===== src/hw/rtl/uule_pkg.sv =====
// ----------------------------------------------------------------------------
// uule_pkg
// Shared types, constants and the sextet character function of the line
// encoder.
// ----------------------------------------------------------------------------
package uule_pkg;

    localparam int LINE_BYTES = 45;
    localparam int ADDR_W     = $clog2(LINE_BYTES);
    localparam int CNT_W      = $clog2(LINE_BYTES + 3);

    localparam logic [7:0] CHAR_OFFSET  = 8'h20;
    localparam logic [7:0] GRAVE_CHAR   = 8'h60;
    localparam logic [7:0] NEWLINE_CHAR = 8'h0a;

    typedef struct packed {
        logic [7:0] data_byte;
        logic       last_byte;
    } t_in_item;

    typedef struct packed {
        logic [7:0] out_char;
        logic       end_of_line;
    } t_out_item;

    typedef struct packed {
        logic              en;
        logic [ADDR_W-1:0] addr;
        logic [7:0]        data;
    } t_ram_wr;

    typedef struct packed {
        logic              en;
        logic [ADDR_W-1:0] addr;
    } t_ram_rd;

    function automatic logic [7:0] sextet_char(input logic [5:0] v, input logic zag);
        logic [7:0] c;
        if (v == 6'd0) begin
            c = zag ? GRAVE_CHAR : CHAR_OFFSET;
        end else begin
            c = {2'b00, v} + CHAR_OFFSET;
        end
        return c;
    endfunction

endpackage


===== src/hw/rtl/uule_line_ram.sv =====
// ----------------------------------------------------------------------------
// uule_line_ram
// Line buffer: one write port, one registered read port.
// ----------------------------------------------------------------------------
module uule_line_ram
    import uule_pkg::*;
(
    input  logic       i_clk,
    input  t_ram_wr    i_wr,
    input  t_ram_rd    i_rd,
    output logic [7:0] o_rd_data
);

    logic [7:0] r_mem [LINE_BYTES];
    logic [7:0] r_rd_data;

    always_ff @(posedge i_clk) begin
        if (i_wr.en) begin
            r_mem[i_wr.addr] <= i_wr.data;
        end
    end

    always_ff @(posedge i_clk) begin
        if (i_rd.en) begin
            r_rd_data <= r_mem[i_rd.addr];
        end
    end

    assign o_rd_data = r_rd_data;

endmodule


===== src/hw/rtl/uule_emit_seq.sv =====
// ----------------------------------------------------------------------------
// uule_emit_seq
// Line sequencer: buffers bytes, then fetches groups of three and shifts
// them out as sextet characters through one output register.
// ----------------------------------------------------------------------------
module uule_emit_seq
    import uule_pkg::*;
(
    input  logic       i_clk,
    input  logic       i_rst_n,
    input  logic       i_zero_as_grave,
    input  logic       i_in_valid,
    output logic       o_in_ready,
    input  t_in_item   i_in,
    output logic       o_out_valid,
    input  logic       i_out_ready,
    output t_out_item  o_out,
    output t_ram_wr    o_ram_wr,
    output t_ram_rd    o_ram_rd,
    input  logic [7:0] i_rd_data
);

    typedef enum logic [4:0] {
        S_IDLE  = 5'b00001,
        S_LEN   = 5'b00010,
        S_FETCH = 5'b00100,
        S_CHR   = 5'b01000,
        S_NL    = 5'b10000
    } t_state;

    t_state           r_state, n_state;
    logic [CNT_W-1:0] r_fill, n_fill;
    logic [CNT_W-1:0] r_n, n_n;
    logic [CNT_W-1:0] r_base, n_base;
    logic [1:0]       r_fcnt, n_fcnt;
    logic [1:0]       r_ccnt, n_ccnt;
    logic [23:0]      r_grp, n_grp;
    logic             r_out_valid, n_out_valid;
    t_out_item        r_out, n_out;

    logic             w_accept;
    logic             w_slot;
    logic [CNT_W-1:0] w_fill_inc;
    logic [CNT_W-1:0] w_rem;
    logic [CNT_W-1:0] w_rd_idx;
    logic [CNT_W-1:0] w_base_inc;
    logic [7:0]       w_byte;

    assign o_in_ready = (r_state == S_IDLE);
    assign w_accept   = i_in_valid && o_in_ready;
    assign w_slot     = !r_out_valid || i_out_ready;
    assign w_fill_inc = r_fill + CNT_W'(1);
    assign w_rem      = r_n - r_base;
    assign w_rd_idx   = r_base + CNT_W'(r_fcnt);
    assign w_base_inc = r_base + CNT_W'(3);
    // bytes past the end of the line read as zero
    assign w_byte     = (CNT_W'(r_fcnt - 2'd1) < w_rem) ? i_rd_data : 8'h00;

    assign o_ram_wr.en   = w_accept;
    assign o_ram_wr.addr = r_fill[ADDR_W-1:0];
    assign o_ram_wr.data = i_in.data_byte;

    assign o_ram_rd.en   = (r_state == S_FETCH) && (r_fcnt != 2'd3)
                           && (w_rd_idx < CNT_W'(LINE_BYTES));
    assign o_ram_rd.addr = w_rd_idx[ADDR_W-1:0];

    always_comb begin
        n_state     = r_state;
        n_fill      = r_fill;
        n_n         = r_n;
        n_base      = r_base;
        n_fcnt      = r_fcnt;
        n_ccnt      = r_ccnt;
        n_grp       = r_grp;
        n_out_valid = r_out_valid && !i_out_ready;
        n_out       = r_out;
        case (r_state)
            S_IDLE: begin
                if (w_accept) begin
                    if (i_in.last_byte || (w_fill_inc == CNT_W'(LINE_BYTES))) begin
                        n_n     = w_fill_inc;
                        n_fill  = '0;
                        n_state = S_LEN;
                    end else begin
                        n_fill = w_fill_inc;
                    end
                end
            end
            S_LEN: begin
                if (w_slot) begin
                    n_out_valid       = 1'b1;
                    n_out.out_char    = 8'(CHAR_OFFSET + 8'(r_n));
                    n_out.end_of_line = 1'b0;
                    n_base            = '0;
                    n_fcnt            = '0;
                    n_state           = S_FETCH;
                end
            end
            S_FETCH: begin
                if (r_fcnt != 2'd0) begin
                    n_grp = {r_grp[15:0], w_byte};
                end
                n_fcnt = r_fcnt + 2'd1;
                if (r_fcnt == 2'd3) begin
                    n_ccnt  = '0;
                    n_state = S_CHR;
                end
            end
            S_CHR: begin
                if (w_slot) begin
                    n_out_valid       = 1'b1;
                    n_out.end_of_line = 1'b0;
                    if (CNT_W'(r_ccnt) <= w_rem) begin
                        n_out.out_char = sextet_char(r_grp[23:18], i_zero_as_grave);
                    end else begin
                        n_out.out_char = GRAVE_CHAR;
                    end
                    n_grp  = {r_grp[17:0], 6'd0};
                    n_ccnt = r_ccnt + 2'd1;
                    if (r_ccnt == 2'd3) begin
                        n_base = w_base_inc;
                        n_fcnt = '0;
                        if (w_base_inc >= r_n) begin
                            n_state = S_NL;
                        end else begin
                            n_state = S_FETCH;
                        end
                    end
                end
            end
            S_NL: begin
                if (w_slot) begin
                    n_out_valid       = 1'b1;
                    n_out.out_char    = NEWLINE_CHAR;
                    n_out.end_of_line = 1'b1;
                    n_state           = S_IDLE;
                end
            end
            default: begin
                n_state = S_IDLE;
            end
        endcase
    end

    always_ff @(posedge i_clk) begin
        if (!i_rst_n) begin
            r_state     <= S_IDLE;
            r_fill      <= '0;
            r_out_valid <= 1'b0;
        end else begin
            r_state     <= n_state;
            r_fill      <= n_fill;
            r_out_valid <= n_out_valid;
        end
    end

    always_ff @(posedge i_clk) begin
        r_n    <= n_n;
        r_base <= n_base;
        r_fcnt <= n_fcnt;
        r_ccnt <= n_ccnt;
        r_grp  <= n_grp;
        r_out  <= n_out;
    end

    assign o_out_valid = r_out_valid;
    assign o_out       = r_out;

endmodule


===== src/hw/rtl/uu_line_encoder.sv =====
// ----------------------------------------------------------------------------
// uu_line_encoder
// Line-oriented uuencoder: gathers up to 45 bytes, then emits the length
// character, four characters per three bytes with grave padding, and a
// newline.
// ----------------------------------------------------------------------------
// A byte that does not close a line is written straight into the line buffer.
// Once a line closes, the input is held off while the sequencer emits it:
// each group of three bytes is fetched through the single registered read
// port of the line buffer (three reads, then the registered read data) and
// shifted out by the shared sextet shifter, one character per cycle while
// the output is not stalled. The next line's first byte is taken while the
// newline still waits in the output register. The zero_as_grave register
// may be written only while no line is in flight.
module uu_line_encoder
    import uule_pkg::*;
(
    input  logic      i_clk,
    input  logic      i_rst_n,
    input  logic      i_cfg_we,
    input  logic      i_cfg_data,
    input  logic      i_in_valid,
    output logic      o_in_ready,
    input  t_in_item  i_in,
    output logic      o_out_valid,
    input  logic      i_out_ready,
    output t_out_item o_out
);

    logic       r_zero_as_grave;
    t_ram_wr    w_ram_wr;
    t_ram_rd    w_ram_rd;
    logic [7:0] w_rd_data;

    always_ff @(posedge i_clk) begin
        if (!i_rst_n) begin
            r_zero_as_grave <= 1'b0;
        end else if (i_cfg_we) begin
            r_zero_as_grave <= i_cfg_data;
        end
    end

    uule_line_ram u_ram (
        .i_clk     (i_clk),
        .i_wr      (w_ram_wr),
        .i_rd      (w_ram_rd),
        .o_rd_data (w_rd_data)
    );

    uule_emit_seq u_seq (
        .i_clk           (i_clk),
        .i_rst_n         (i_rst_n),
        .i_zero_as_grave (r_zero_as_grave),
        .i_in_valid      (i_in_valid),
        .o_in_ready      (o_in_ready),
        .i_in            (i_in),
        .o_out_valid     (o_out_valid),
        .i_out_ready     (i_out_ready),
        .o_out           (o_out),
        .o_ram_wr        (w_ram_wr),
        .o_ram_rd        (w_ram_rd),
        .i_rd_data       (w_rd_data)
    );

endmodule


===== config.mk =====
export PLATFORM = sky130hd
export DESIGN_NAME = uu_line_encoder
export DESIGN_NICKNAME = d
export VERILOG_FILES = /design/src/hw/rtl/uule_pkg.sv /design/src/hw/rtl/uule_line_ram.sv /design/src/hw/rtl/uule_emit_seq.sv /design/src/hw/rtl/uu_line_encoder.sv
export SDC_FILE = /design/constraint.sdc
export NUM_CORES = 1
export LEC_CHECK = 0
export BUFFER_PORTS_ARGS = -buffer_cell sky130_fd_sc_hd__buf_2
export CORE_MARGIN = 3
export CORE_UTILIZATION = 38
export CTS_BUF_LIST = sky130_fd_sc_hd__clkbuf_2 sky130_fd_sc_hd__clkbuf_4 sky130_fd_sc_hd__clkbuf_8
export CTS_CLUSTER_SIZE = 28
export DETAILED_ROUTE_END_ITERATION = 10
export PLACE_DENSITY = 0.52
export SYNTH_ARGS = -nofsm -noshare
export SYNTH_HDL_FRONTEND = slang
export SYNTH_SLANG_ARGS = --single-unit
export TNS_END_PERCENT = 30

===== constraint.sdc =====
create_clock -name i_clk -period 4 [get_ports i_clk]
set_input_delay 0.6 -clock i_clk [delete_from_list [all_inputs] [get_ports i_clk]]
set_output_delay 0.6 -clock i_clk [all_outputs]
set_load 0.05 [all_outputs]

* Word level (Yosys, flattened, before mapping) *
Memories as Yosys holds them, arrays and structs flattened. A register that Yosys moved wholly into a read port is not among the register bits.
Index checks and enable logic that the tools add are counted.

storage, ports and cells
  word-level logic and storage cells = 101
  memories = 1
  bits in registers = 62
  output and inout port bits = 11
  bits in writable memories = 360

operators by class
  magnitude comparators = 4
  add/sub/neg operators = 9
  equal/unequal tests = 17
  reductions and logical operators = 23
  mux-type cells = 36

memories
  memory       words  bits a word  rd ports  clocked after Yosys merged registers in  wr ports  RTL line             RTL
  u_ram.r_mem  45     8            1         1                                        1         uule_line_ram.sv:14  logic [7:0] r_mem [LINE_BYTES];

operators with widths
  cell                                                   number
  2-to-1 mux 24 bit                                      2
  case mux 24 bit (2 select lines)                       1
  2-to-1 mux 5 bit                                       8
  2-to-1 mux 9 bit                                       3
  case mux 9 bit (3 select lines)                        1
  case mux 5 bit (5 select lines)                        1
  2-to-1 mux 6 bit                                       4
  2-to-1 mux 8 bit                                       3
  case mux 6 bit (2 select lines)                        1
  AND reduction 4 bit                                    3
  2-to-1 mux 2 bit                                       5
  inequality test 2 bit, second input constant           5
  AND reduction 3 bit                                    3
  inequality test 2 x 1 -> 1 bit, second input constant  4
  adder 6 x 6 -> 7 bit, first input constant             1
  adder 6 x 6 -> 7 bit, second input constant            1
  2-to-1 mux 7 bit                                       1
  AND reduction 7 bit                                    1
  adder 6 x 1 -> 6 bit, second input constant            1
  adder 6 x 2 -> 6 bit                                   1
  adder 6 x 2 -> 6 bit, second input constant            1
  equality test 6 bit, second input constant             1
  >= comparator 6 bit                                    1
  less-or-equal comparator 2 x 6 -> 1 bit                1
  other kinds (22)                                       35

* Longest topological paths before layout *
Gate-level depths: netlist of run 1.

  depth in word-level cells = 6
  depth in mapped cells = 11

* Hierarchy *
A second synthesis of run 1 with hierarchy kept.

unflattened totals
  cell total of the unflattened synthesis = 1141
  area, all modules = 18313.8 um2

by module, submodules not included
  module           cells an instance  area each (um2)  seq. area each (um2)  times used
  uule_line_ram    756                14585.2          11050.6               1
  uule_emit_seq    382                3692.3           1681.6                1
  uu_line_encoder  3                  36.3             20.0                  1

* Worst setup path after synthesis of run 1 *
No wires, ideal clock.

  path type = reg2reg
  start point = register u_seq.r_base[0]
  end point = register u_ram.r_rd_data[0] (netlist: u_ram.o_rd_data[0]), read port of u_ram.r_mem (data pin)
  clock period less this slack = 3.105 ns
  stages on the path, launching flop included = 10
  path slack = 0.895 ns
  arrival = 2.834 ns
  required time = 3.730 ns
  library setup time = 0.270 ns
  buffers on the path = 3
  cell sequence = edfxtp_1 > ha_1 > fa_1 > buf_2 > buf_2 > clkbuf_1 > mux4_2 > mux4_2 > nor2_1 > a21oi_1

on the way
  cells in the longest elaborated chain, start to end = 3

RTL lines
  item                        RTL line              RTL
  start, declared             uule_emit_seq.sv:34   logic [CNT_W-1:0] r_base, n_base;
  start signal, assigned      uule_emit_seq.sv:159  r_base <= n_base;
  adder 6 x 2 -> 6 bit (*)    uule_emit_seq.sv:54   assign w_rd_idx = r_base + CNT_W'(r_fcnt);
  less-than comparator 6 bit  uule_emit_seq.sv:64   && (w_rd_idx < CNT_W'(LINE_BYTES));
  logical AND 1 bit           uule_emit_seq.sv:64
  end, declared               uule_line_ram.sv:15   logic [7:0] r_rd_data;

Mark *: on every way between the ends. The rest lies on a longest branch, timed or not.
A chain may end at the register's enable or synchronous reset.

* Final worst setup path of run 1 *
  start point = register u_seq.r_base[0]
  end point = register u_ram.r_rd_data[3] (netlist: u_ram.o_rd_data[3]), read port of u_ram.r_mem (data pin)

Same word-level chain as after synthesis.

==> results of run 1 <==
[per-layer routing]
layer / track usage / routed length, um / up-vias
li1: - / - / 4046
met3: 0.0429 / 2300 / 58
met4: 0.0584 / 849 / 0
met5: 0 / 0 / -
met2: 0.266 / 19600 / 217
met1: 0.236 / 18500 / 4674
[tightest hold or removal path, cell delays in order]
cell and delay [ns]:
buf_2 0.08, mux2i_1 0.06, nor2_1 0.07
[path summary, 6_finish.rpt]
kind	start	endpoint	slack (ns)	depth (start not counted)
setup / recovery	u_seq.r_base[0]	u_ram.o_rd_data[3]	0.42	7
hold / removal	i_cfg_data	r_zero_as_grave	0.22	3
setup reg to reg	u_seq.r_base[0]	u_ram.o_rd_data[3]	0.42	7
hold reg to reg	u_seq.r_grp[16]	u_seq.r_grp[22]	0.51	2
[logic make-up (layout without fill, tap and decap cells)]
logic type,count (synthesis),after routing,share of synthesized area
XOR/XNOR,17,17,0.00925
other,1,2,0.000212
multiplexers,121,121,0.147
AND/OR/NAND/NOR,214,214,0.0560
adder cells (fa/ha/maj),28,28,0.0206
AO/OA/AOI/OAI,74,74,0.0282
buffers and inverters,71,238,0.0190
flip-flops,429,429,0.719
[placed cells by master, fill, tap and decap left out, drive strengths merged, types with 3 or more instances in the layout]
cell type,netlist,routed
a21o,6,6
a21oi,26,26
a32o,3,3
and2,4,4
buf,24,80
clkbuf,22,95
clkinv,0,31
clkinvlp,0,3
dfxtp,13,13
edfxtp,416,416
ha,26,26
inv,25,27
mux2i,9,9
mux4,112,112
nand2,69,69
nand2b,5,5
nand3,16,16
nand3b,7,7
nor2,77,77
nor2b,7,7
nor3,6,6
nor4b,7,7
o21a,7,7
o21ai,9,9
o22ai,3,3
or3,7,7
xnor2,11,11
xor2,6,6
[power by group through the flow]
stage                     registers (mW)  clock network (mW)  logic, mW
after floorplan                     5.04                   0      0.134
after global placement              5.05                   0      0.244
after detailed placement            5.05                   0      0.247
after CTS                           4.96                4.00      0.247
after global routing                4.96                4.23      0.269
final                               4.96                3.87      0.243
[flip-flops by register name, indices dropped and copies added, names as in the netlist]
register	count
u_seq.r_ccnt	2
r_zero_as_grave	1
u_seq.r_state	5
u_ram.o_rd_data	8
u_seq.r_base	6
u_seq.r_fill	6
u_seq.r_grp	24
u_ram.r_mem	360
u_seq.r_fcnt	2
u_seq.r_n	6
u_seq.o_out	8
u_seq.o_out_valid	1
[through the flow]
stage / setup slack, ns / instance area [um2] / util / instances / total power [mW]
2_1_floorplan: 0.895 / 17700 / - / 955 / 5.18
3_3_place_gp: 0.350 / 18900 / 0.413 / 1589 / 5.29
3_5_place_dp: 0.402 / 18900 / 0.413 / 1589 / 5.30
4_1_cts: 0.410 / 20300 / 0.445 / 1722 / 9.21
5_1_grt: 0.324 / 20300 / 0.445 / 1722 / 9.45
6_report: 0.418 / 20400 / 0.445 / 1723 / 9.07
[cell type report]
type / instances / area (um2) / share of cell area
sequential: 429 / 12800 / 0.627
multi-input combinational: 455 / 4690 / 0.230
clock buffer: 95 / 1200 / 0.0590
tap: 600 / 751 / 0.0369
timing repair buffer: 80 / 628 / 0.0309
clock inverter: 38 / 234 / 0.0115
inverter: 25 / 93.8 / 0.00461
antenna: 1 / 2.50 / 0.000123
==> summary.md, run 1 <==
| Metric | Value |
|---|---|
| DRC violations left | `0` |
| IO Pins | `26` |
| Critical Path Most Common Cell | `mux4_2` |
| Final antenna-violating net count | `0` |
| Largest net degree at the start of global routing | `46` |
| Avg Cell Area, Syn | `18.6 um2` |
| Max-slew headroom | `0.350` |
| RSZ-0062 raised after global routing | `false` |
| WS Path Type | `flip-flop to flip-flop` |
| CP Cell Sequence | `ha_4, fa_4, buf_12, mux4_2, mux4_2, mux2i_1, a21oi_1` |
| Net Sw Power | `1.95 mW` |
| Die footprint | `0.0493 mm2` |
| Final Skew | `0.0232 ns` |
| Post-synth EDFFs | `416` |
| Share of layout cells above drive strength 1 | `0.285` |
| Total Routing Usage GR | `0.171` |
| Most used DFF post-synth | `edfxtp_1` |
| Largest area contributor in the netlist | `edfxtp_1` |
| Mapped Area | `0.0177 mm2` |
| Clock share of power | `0.426` |
| Critical Path End Type | `flip-flop` |
| Clock slew at reported path FFs | `0.06 ns` |
| Setup Viol. Count Final | `0` |
| #FFs+latches synth | `429` |
| Setup repair bufs after CTS | `0` |
| WL per Instance | `23.9 um` |
| Area delta synth->final | `14.8%` |
| Fillers | `3,944` |
| Most frequent cells after synthesis | `edfxtp_1 (416), mux4_2 (112), nor2_1 (77)` |
| FMAX | `279 MHz` |
| Die W | `approximately 220 um` |
| Lkg Pwr | `6.74 nW` |
| Maximum single-stage delay on the critical path | `0.98 ns` |
| Crit path required time | `between 4 and 5 ns` |
| First-pass GRT wire length | `61,700 um` |
| Die height | `222 um` |
| Peak supply drop | `0.000299 V` |
| Pint | `7.12 mW` |
| Synthesized net count | `998` |
| Initial antenna violation count | `0` |
| Worst slew pin tran | `0.972 ns` |
| Nets | `approximately 1,100` |
| Initial Util | `0.387` |
| CTS H-tree depth | `3` |
| DPL Wire Length | `25,000 um` |
| Most common cell in the netlist | `edfxtp_1` |
| Area of the core | `0.0458 mm2` |
| Crit-path max FO | `36` |
| Final Hold Viols | `0` |
| Number of buffers added on ports | `24` |
| Num rows | `slightly below 80` |
| Iter 0 DRT Violations | `850` |
| HP Class | `input port to flip-flop` |
| Cts hold-fix bufs | `0` |
| Post-synth ARST share | `0` |
| Sw frac | `0.215` |
| Post-synthesis sequential area ratio | `0.719` |
| Via count | `8,995` |
| Startpoint types | `flip-flop` |
| CTS tree | `yes` |
| Synth warnings | `0` |
| Outcome | `complete, no violations` |
| CP max-delay cell | `fa_4` |
| Worst path top cell family by delay | `adder cells` |
| Insertion delay to the later sink of the worst-skew pair | `0.65 ns` |
| Part of the power in combinational logic | `0.027` |
| Sequential Power Share | `0.547` |
| CP arrival | `slightly below 4 ns` |
| CP bufs+invs | `1` |
| Inserted Clock Buffers | `75` |
| WHS | `approximately 0.22 ns` |
| Setup TNS | `0 ns` |
| Root Buffer | `clkbuf_8` |
| Total global routing overflow | `0` |
| Vias in the first global route | `9,343` |
| Via/cell ratio | `5.22` |
| Final Cycle Share | `0.896` |
| Final wirelength | `41,200 um` |
| Top post-synthesis cells by area | `edfxtp_1 (70%), mux4_2 (14%), ha_1 (1.8%)` |
| Pre-antenna DRT Iters | `5` |
| Number of max-cap violations | `0` |
| Cell variety after synth | `between 50 and 60` |
| Max Slew Vio Count | `0` |
| Tmin final | `3.58 ns` |
| Gate Count Post-Synth | `between 900 and 1,000` |
| Clk buf depth | `3` |
| CTS resizes | `0` |
| Routability cong. | `0.771` |
| Power Dens Cells | `around 450 mW/mm2` |
| Synth top area share | `0.705` |
| Clock Sinks | `around 430` |
No activity file was read; power rests on OpenSTA's default activity.
==> inputs of run 2 (changes only) <==
--- a/config.mk
+++ b/config.mk
@@ -5,13 +5,13 @@
 export SDC_FILE = /design/constraint.sdc
 export NUM_CORES = 1
 export LEC_CHECK = 0
-export BUFFER_PORTS_ARGS = -buffer_cell sky130_fd_sc_hd__buf_2
 export CORE_MARGIN = 3
 export CORE_UTILIZATION = 38
 export CTS_BUF_LIST = sky130_fd_sc_hd__clkbuf_2 sky130_fd_sc_hd__clkbuf_4 sky130_fd_sc_hd__clkbuf_8
 export CTS_CLUSTER_SIZE = 28
 export DETAILED_ROUTE_END_ITERATION = 10
-export PLACE_DENSITY = 0.52
+export DONT_BUFFER_PORTS = 1
+export PLACE_DENSITY = 0.51
 export SYNTH_ARGS = -nofsm -noshare
 export SYNTH_HDL_FRONTEND = slang
 export SYNTH_SLANG_ARGS = --single-unit
==> run 2 against run 1 <==
  * Routed wire length increased by 0.45%
  * Utilization down 0.055 points
  * Combinational power is 26% lower
  * Sequential cell count unchanged
  * Design area shrank 0.12%
  * Cell count down 0.81%
  * Fmax down 0.74%
  * Count of clock-buffer cells in the layout up 11
  * Setup slack got worse by 0.027 ns
  * Clock power about the same
  * Register-to-register slack got worse by 0.03 ns
  * Largest power group unchanged
==> summary.md, run 2 (synthesized netlist as in run 1, its figures left out) <==
| Metric | Value |
|---|---|
| Outcome | `complete, no violations (unchanged)` |
| Net Sw Power | `1.85 mW (was 1.95 mW)` |
| First-pass GRT wire length | `63,000 um (was 61,700 um)` |
| Final Hold Viols | `0 (unchanged)` |
| Via count | `9,162 (was 8,995)` |
| Clock slew at reported path FFs | `0.06 ns (about the same)` |
| FMAX | `277 MHz (was 279 MHz)` |
| Met3 GRT Util | `0.0408 (was 0.0429)` |
| Top Registers | `u_ram.r_mem (360), u_seq.r_grp (24) (unchanged)` |
| Initial antenna violation count | `1 (was 0)` |
| Worst slew pin tran | `0.893 ns (was 0.972 ns)` |
| Inserted Clock Buffers | `75 (unchanged)` |
| Number of buffers added on ports | `0 (was 24)` |
| Setup Viol. Count Final | `0 (unchanged)` |
| Area delta synth->final | `14.7% (was 14.8%)` |
| Lkg Pwr | `6.73 nW (was 6.74 nW)` |
| RSZ-0062 raised after global routing | `false (unchanged)` |
| Sw frac | `0.205 (was 0.215)` |
| WS Path Type | `flip-flop to flip-flop (unchanged)` |
| Routing usage on met1 | `0.242 (was 0.236)` |
| Diode count | `0 (was 1)` |
| Cts hold-fix bufs | `0 (unchanged)` |
| Pint | `7.16 mW (was 7.12 mW)` |
| CTS tree | `yes (unchanged)` |
| Root Buffer | `clkbuf_8 (unchanged)` |
| Max Slew Vio Count | `0 (unchanged)` |
| CTS H-tree depth | `3 (unchanged)` |
| Nets | `1,096 (was 1,109)` |
| DRC violations left | `0 (unchanged)` |
| Routability cong. | `0.761 (was 0.771)` |
| Tmin final | `3.61 ns (was 3.58 ns)` |
| Clock share of power | `0.430 (was 0.426)` |
| M2 GR Usage | `0.271 (was 0.266)` |
| HP Class | `input port to flip-flop (unchanged)` |
| GRT Max-Usage Layer | `met2 (unchanged)` |
| Area of the core | `0.0458 mm2 (unchanged)` |
| Final Cycle Share | `0.902 (was 0.896)` |
| Power Dens Cells | `443 mW/mm2 (was 446 mW/mm2)` |
| Final Skew | `0.0245 ns (was 0.0232 ns)` |
| Number of flip-flops in the largest register | `360 (unchanged)` |
| Die height | `222 um (unchanged)` |
| Tot Pwr | `9.01 mW (was 9.07 mW)` |
| DPL Wire Length | `25,900 um (was 25,000 um)` |
| Largest net degree at the start of global routing | `46 (unchanged)` |
| Most frequent cells in the layout | `edfxtp_1 (416), mux4_2 (112), clkbuf_8 (80) (was edfxtp_1 (416), mux4_2 (112), clkbuf_8 (78))` |
| Pre-antenna DRT Iters | `5 (unchanged)` |
| Number of max-cap violations | `0 (unchanged)` |
| CTS resizes | `0 (unchanged)` |
| Total Routing Usage GR | `0.173 (was 0.171)` |
| Crit path required time | `4.36 ns (was 4.38 ns)` |
| Vias in the first global route | `9,475 (was 9,343)` |
| Clk buf depth | `3 (unchanged)` |
| Num rows | `78 (unchanged)` |
| Most common cell after layout, fill and taps aside | `edfxtp_1 (unchanged)` |
| Iter 0 DRT Violations | `802 (was 850)` |
| Clock Sinks | `429 (unchanged)` |
| Startpoint types | `flip-flop (unchanged)` |
| Crit-path max FO | `29 (was 36)` |
| Part of the power in combinational logic | `0.020 (was 0.027)` |
| Total global routing overflow | `0 (unchanged)` |
| IO Pins | `26 (unchanged)` |
| Via/cell ratio | `5.36 (was 5.22)` |
| WL per Instance | `24.2 um (was 23.9 um)` |
| Final wirelength | `41,400 um (was 41,200 um)` |
| Most flop-heavy register | `u_ram.r_mem (unchanged)` |
| Sequential Power Share | `0.550 (was 0.547)` |
| Die footprint | `0.0493 mm2 (unchanged)` |
| Setup TNS | `0 ns (unchanged)` |
| CP arrival | `3.96 ns (was 3.97 ns)` |
| Setup repair bufs after CTS | `0 (unchanged)` |
| Insertion delay to the later sink of the worst-skew pair | `0.62 ns (was 0.65 ns)` |
| Share of layout cells above drive strength 1 | `0.279 (was 0.285)` |
| Die W | `222 um (unchanged)` |
| Critical Path End Type | `flip-flop (unchanged)` |
| Initial Util | `0.387 (unchanged)` |
| Peak supply drop | `0.000229 V (was 0.000299 V)` |
| Final antenna-violating net count | `0 (unchanged)` |
| Max-slew headroom | `0.405 (was 0.350)` |
-- run 2: cell types whose count changed in the layout (fill, tap and decap cells not counted), moves of 2 or more --
cell,previous run,this run
clkbuf_8,78,80
buf_2,24,0
clkinv_2,12,8
clkinvlp_4,3,1
buf_4,49,59
clkinv_1,19,17
clkbuf_4,17,26
-- run 2: final timing paths --
check | to | cells past startpoint | startpoint | slack (ns)
max | u_ram.o_rd_data[2] | 8 | u_seq.r_base[0] | 0.39
max reg2reg | u_ram.o_rd_data[2] | 8 | u_seq.r_base[0] | 0.39
min reg2reg | r_zero_as_grave | 2 | r_zero_as_grave | 0.51
min | u_ram.r_mem[10][1] | 0 | i_in[2] | 0.09
-- run 2: power by group through the flow --
stage / clock [mW] / combinational [mW] / sequential [mW]
2_1_floorplan: 0 / 0.134 / 5.04
3_3_place_gp: 0 / 0.181 / 5.05
3_5_place_dp: 0 / 0.181 / 5.05
4_1_cts: 4.02 / 0.182 / 4.96
5_1_grt: 4.24 / 0.197 / 4.96
6_report: 3.87 / 0.180 / 4.96
-- run 2: cell type report --
type,instances,area (um2)
Fill cell,3937,25400
Sequential cell,429,12800
Multi-Input combinational cell,455,4690
Clock buffer,106,1300
Tap cell,600,751
Timing Repair Buffer,67,603
Clock inverter,27,141
Inverter,25,93.8
-- run 2: stage by stage --
step | hold slack [ns] | cell area (um2) | worst slack, ns | util | instances
floorplan | 0.452 | 17700 | 0.895 | - | 955
global placement | 0.483 | 18900 | 0.337 | 0.413 | 1576
detailed placement | 0.495 | 18900 | 0.323 | 0.413 | 1576
CTS | 0.0177 | 20300 | 0.319 | 0.444 | 1709
global route | 0.0139 | 20300 | 0.244 | 0.444 | 1709
finish | 0.0870 | 20300 | 0.391 | 0.444 | 1709
-- run 2: worst max-delay path: stages, from the launching register on --
cell	delay (ns)
edfxtp_1	0.51
ha_4	0.23
fa_4	0.96
buf_12	0.25
buf_12	0.21
mux4_2	0.30
mux4_2	0.47
mux2i_1	0.28
a21oi_1	0.11
-- run 2: layer usage --
metal / wire, um / vias to the layer above / part of all wire
li1: - / 4014 / -
met1: 18700 / 4821 / 0.45
met2: 19600 / 249 / 0.47
met3: 2160 / 78 / 0.052
met4: 1020 / 0 / 0.025
met5: 0 / - / 0
==> inputs of run 3 (changes only) <==
--- a/config.mk
+++ b/config.mk
@@ -7,7 +7,7 @@
 export LEC_CHECK = 0
 export CORE_MARGIN = 3
 export CORE_UTILIZATION = 38
-export CTS_BUF_LIST = sky130_fd_sc_hd__clkbuf_2 sky130_fd_sc_hd__clkbuf_4 sky130_fd_sc_hd__clkbuf_8
+export CTS_BUF_LIST = sky130_fd_sc_hd__clkbuf_8 sky130_fd_sc_hd__clkbuf_16
 export CTS_CLUSTER_SIZE = 28
 export DETAILED_ROUTE_END_ITERATION = 10
 export DONT_BUFFER_PORTS = 1
==> run 3 against run 2 <==
  * Sequential cell count is the same
  * Critical path type unchanged
  * Clock skew shrank 0.0076 ns
  * Combinational power is essentially flat
  * Fmax shrank 0.13%
==> summary.md, run 3 (synthesized netlist as in run 1, its figures left out) <==
| Metric | Value |
|---|---|
| Outcome | `complete, no violations (unchanged)` |
| Die footprint | `0.0493 mm2 (unchanged)` |
| Placed Area | `0.0189 mm2 (unchanged)` |
| Top Registers | `u_ram.r_mem (360), u_seq.r_grp (24) (unchanged)` |
| Max Slew Vio Count | `0 (unchanged)` |
| Final Cycle Share | `0.904 (was 0.902)` |
| CTS H-tree depth | `2 (was 3)` |
| CTS resizes | `0 (unchanged)` |
| Peak supply drop | `0.000306 V (was 0.000229 V)` |
| Hold Crit Endpoint | `u_ram.r_mem[22][0] (was u_ram.r_mem[10][1])` |
| WL per Instance | `24.6 um (was 24.2 um)` |
| Max-slew headroom | `0.392 (was 0.405)` |
| Most frequent cells in the layout | `edfxtp_1 (416), mux4_2 (112), nor2_1 (77) (was edfxtp_1 (416), mux4_2 (112), clkbuf_8 (80))` |
| Area of the core | `0.0458 mm2 (unchanged)` |
| Number of max-cap violations | `0 (unchanged)` |
| Reg2Reg Launch Point | `u_seq.r_base[0] (unchanged)` |
| Seq. cell area | `0.0128 mm2 (unchanged)` |
| CP arrival | `3.93 ns (was 3.96 ns)` |
| WS Path Type | `flip-flop to flip-flop (unchanged)` |
| Num rows | `78 (unchanged)` |
| Final Hold Viols | `0 (unchanged)` |
| Multi-input gate area | `0.00469 mm2 (unchanged)` |
| Crit-path max FO | `29 (unchanged)` |
| Met3 wire length | `1940 um (was 2160 um)` |
| HP Class | `input port to flip-flop (unchanged)` |
| Placed cells | `1,576 (unchanged)` |
| Iter 0 DRT Violations | `846 (was 802)` |
| CTS tree | `yes (unchanged)` |
| Routability cong. | `0.761 (unchanged)` |
| CP max-delay cell | `fa_4 (unchanged)` |
| Number of flip-flops in the largest register | `360 (unchanged)` |
| Critical Path End Type | `flip-flop (unchanged)` |
| Largest net degree at the start of global routing | `46 (unchanged)` |
| Clock slew at reported path FFs | `0.06 ns (about the same)` |
| Final wirelength | `41,000 um (was 41,400 um)` |
| Reg2reg end | `u_ram.o_rd_data[2] (unchanged)` |
| Die W | `222 um (unchanged)` |
| Maximum single-stage delay on the critical path | `0.96 ns (about the same)` |
| Insertion delay to the later sink of the worst-skew pair | `0.58 ns (was 0.62 ns)` |
| Number of buffers added on ports | `0 (unchanged)` |
| Share of layout cells above drive strength 1 | `0.247 (was 0.279)` |
| First-pass GRT wire length | `62,100 um (was 63,000 um)` |
| Routed length on met2 | `19,700 um (was 19,600 um)` |
| Initial Util | `0.387 (unchanged)` |
| Final Skew | `0.0170 ns (was 0.0245 ns)` |
| FMAX | `277 MHz (about the same)` |
| Nets | `1,069 (was 1,096)` |
| Setup Viol. Count Final | `0 (unchanged)` |
| WHS | `0.123 ns (was 0.0870 ns)` |
| Tot Pwr | `9.58 mW (was 9.01 mW)` |
| Setup repair bufs after CTS | `0 (unchanged)` |
| Worst path top cell family by delay | `adder cells (unchanged)` |
| Vias in the first global route | `9,242 (was 9,475)` |
| Pre-CTS setup slack | `0.323 ns (unchanged)` |
| Initial antenna violation count | `1 (unchanged)` |
| Worst slew pin tran | `0.912 ns (was 0.893 ns)` |
| Setup TNS | `0 ns (unchanged)` |
| Inserted Clock Buffers | `48 (was 75)` |
| Via/cell ratio | `5.41 (was 5.36)` |
| DRC violations left | `0 (unchanged)` |
| Lkg Pwr | `6.77 nW (was 6.73 nW)` |
| R2R cell count | `8 (unchanged)` |
| Total global routing overflow | `0 (unchanged)` |
| Core Util, Final | `0.448 (was 0.444)` |
| Via count | `9,011 (was 9,162)` |
| Die height | `222 um (unchanged)` |
| IO Pins | `26 (unchanged)` |
| RSZ-0062 raised after global routing | `false (unchanged)` |
| Fin worst setup slack | `0.386 ns (was 0.391 ns)` |
| DPL Wire Length | `25,900 um (unchanged)` |
| CP bufs+invs | `2 (unchanged)` |
| Power Dens Cells | `467 mW/mm2 (was 443 mW/mm2)` |
| Final antenna-violating net count | `0 (unchanged)` |
| Most flop-heavy register | `u_ram.r_mem (unchanged)` |
| Total Routing Usage GR | `0.169 (was 0.173)` |
| Non-Filler Instances | `1,665 (was 1,709)` |
| Top routing layer used | `met4 (unchanged)` |
| M1 WL | `18,600 um (was 18,700 um)` |
| Cts hold-fix bufs | `0 (unchanged)` |
| Clk buf depth | `3 (unchanged)` |
| Tmin final | `3.61 ns (about the same)` |
| Most common cell after layout, fill and taps aside | `edfxtp_1 (unchanged)` |
| Crit path required time | `4.32 ns (was 4.36 ns)` |
| Clock Sinks | `429 (unchanged)` |
| Design Area, Final | `0.0205 mm2 (was 0.0203 mm2)` |
| Fillers | `3,888 (was 3,937)` |
| Reg2reg setup slack | `0.39 ns (about the same)` |
| Min-delay src | `i_in[1] (was i_in[2])` |
| Pre-antenna DRT Iters | `5 (unchanged)` |
| CP Cell Sequence | `ha_4, fa_4, buf_12, buf_12, mux4_2, mux4_2, mux2i_1, a21oi_1 (unchanged)` |
| Hold Path Depth | `0 (unchanged)` |
| Root Buffer | `clkbuf_16 (was clkbuf_8)` |
| Diode count | `0 (unchanged)` |
| Startpoint types | `flip-flop (unchanged)` |
| Area delta synth->final | `15.6% (was 14.7%)` |
## run 3: cell type report
type,instances,share of cell area
flip-flops and latches,429,0.622
multi-input cells,455,0.229
clock buffers,50,0.0605
well taps,600,0.0366
repair buffers,67,0.0294
clock inverters,39,0.0175
inverters,25,0.00458
## run 3: how the worst max path moves through the flow
stage	start	end	slack, ns	cells after the start
after detailed placement	u_seq.r_base[0]	u_ram.o_rd_data[2]	0.32	8
after floorplan	u_seq.r_base[0]	u_ram.o_rd_data[0]	0.90	9
after global placement	u_seq.r_base[0]	u_ram.o_rd_data[2]	0.34	7
after CTS	u_seq.r_base[0]	u_ram.o_rd_data[2]	0.32	8
final	u_seq.r_base[0]	u_ram.o_rd_data[2]	0.39	8
after global routing	u_seq.r_base[0]	u_ram.o_rd_data[2]	0.25	8
## run 3: worst register-to-register path: cells and delay by family (launching register included)
kind | cells | cell delay, ns
fa+ha+maj | 2 | 1.19
mux | 3 | 1.06
flops | 1 | 0.52
buf+inv | 2 | 0.48
compound gates | 1 | 0.11
## run 3: where the power goes
part	leakage (nW)	internal [mW]	total (mW)	switching, mW
sequential	3.86	4.94	4.96	0.0169
combinational	2.10	0.0733	0.180	0.106
clock	0.811	2.69	4.44	1.75
total	6.77	7.70	9.58	1.88
## run 3: layer usage
metal / up-vias / track usage
met2: 195 / 0.271
met4: 0 / 0.0411
li1: 3957 / -
met3: 58 / 0.0324
met1: 4801 / 0.240
met5: - / 0
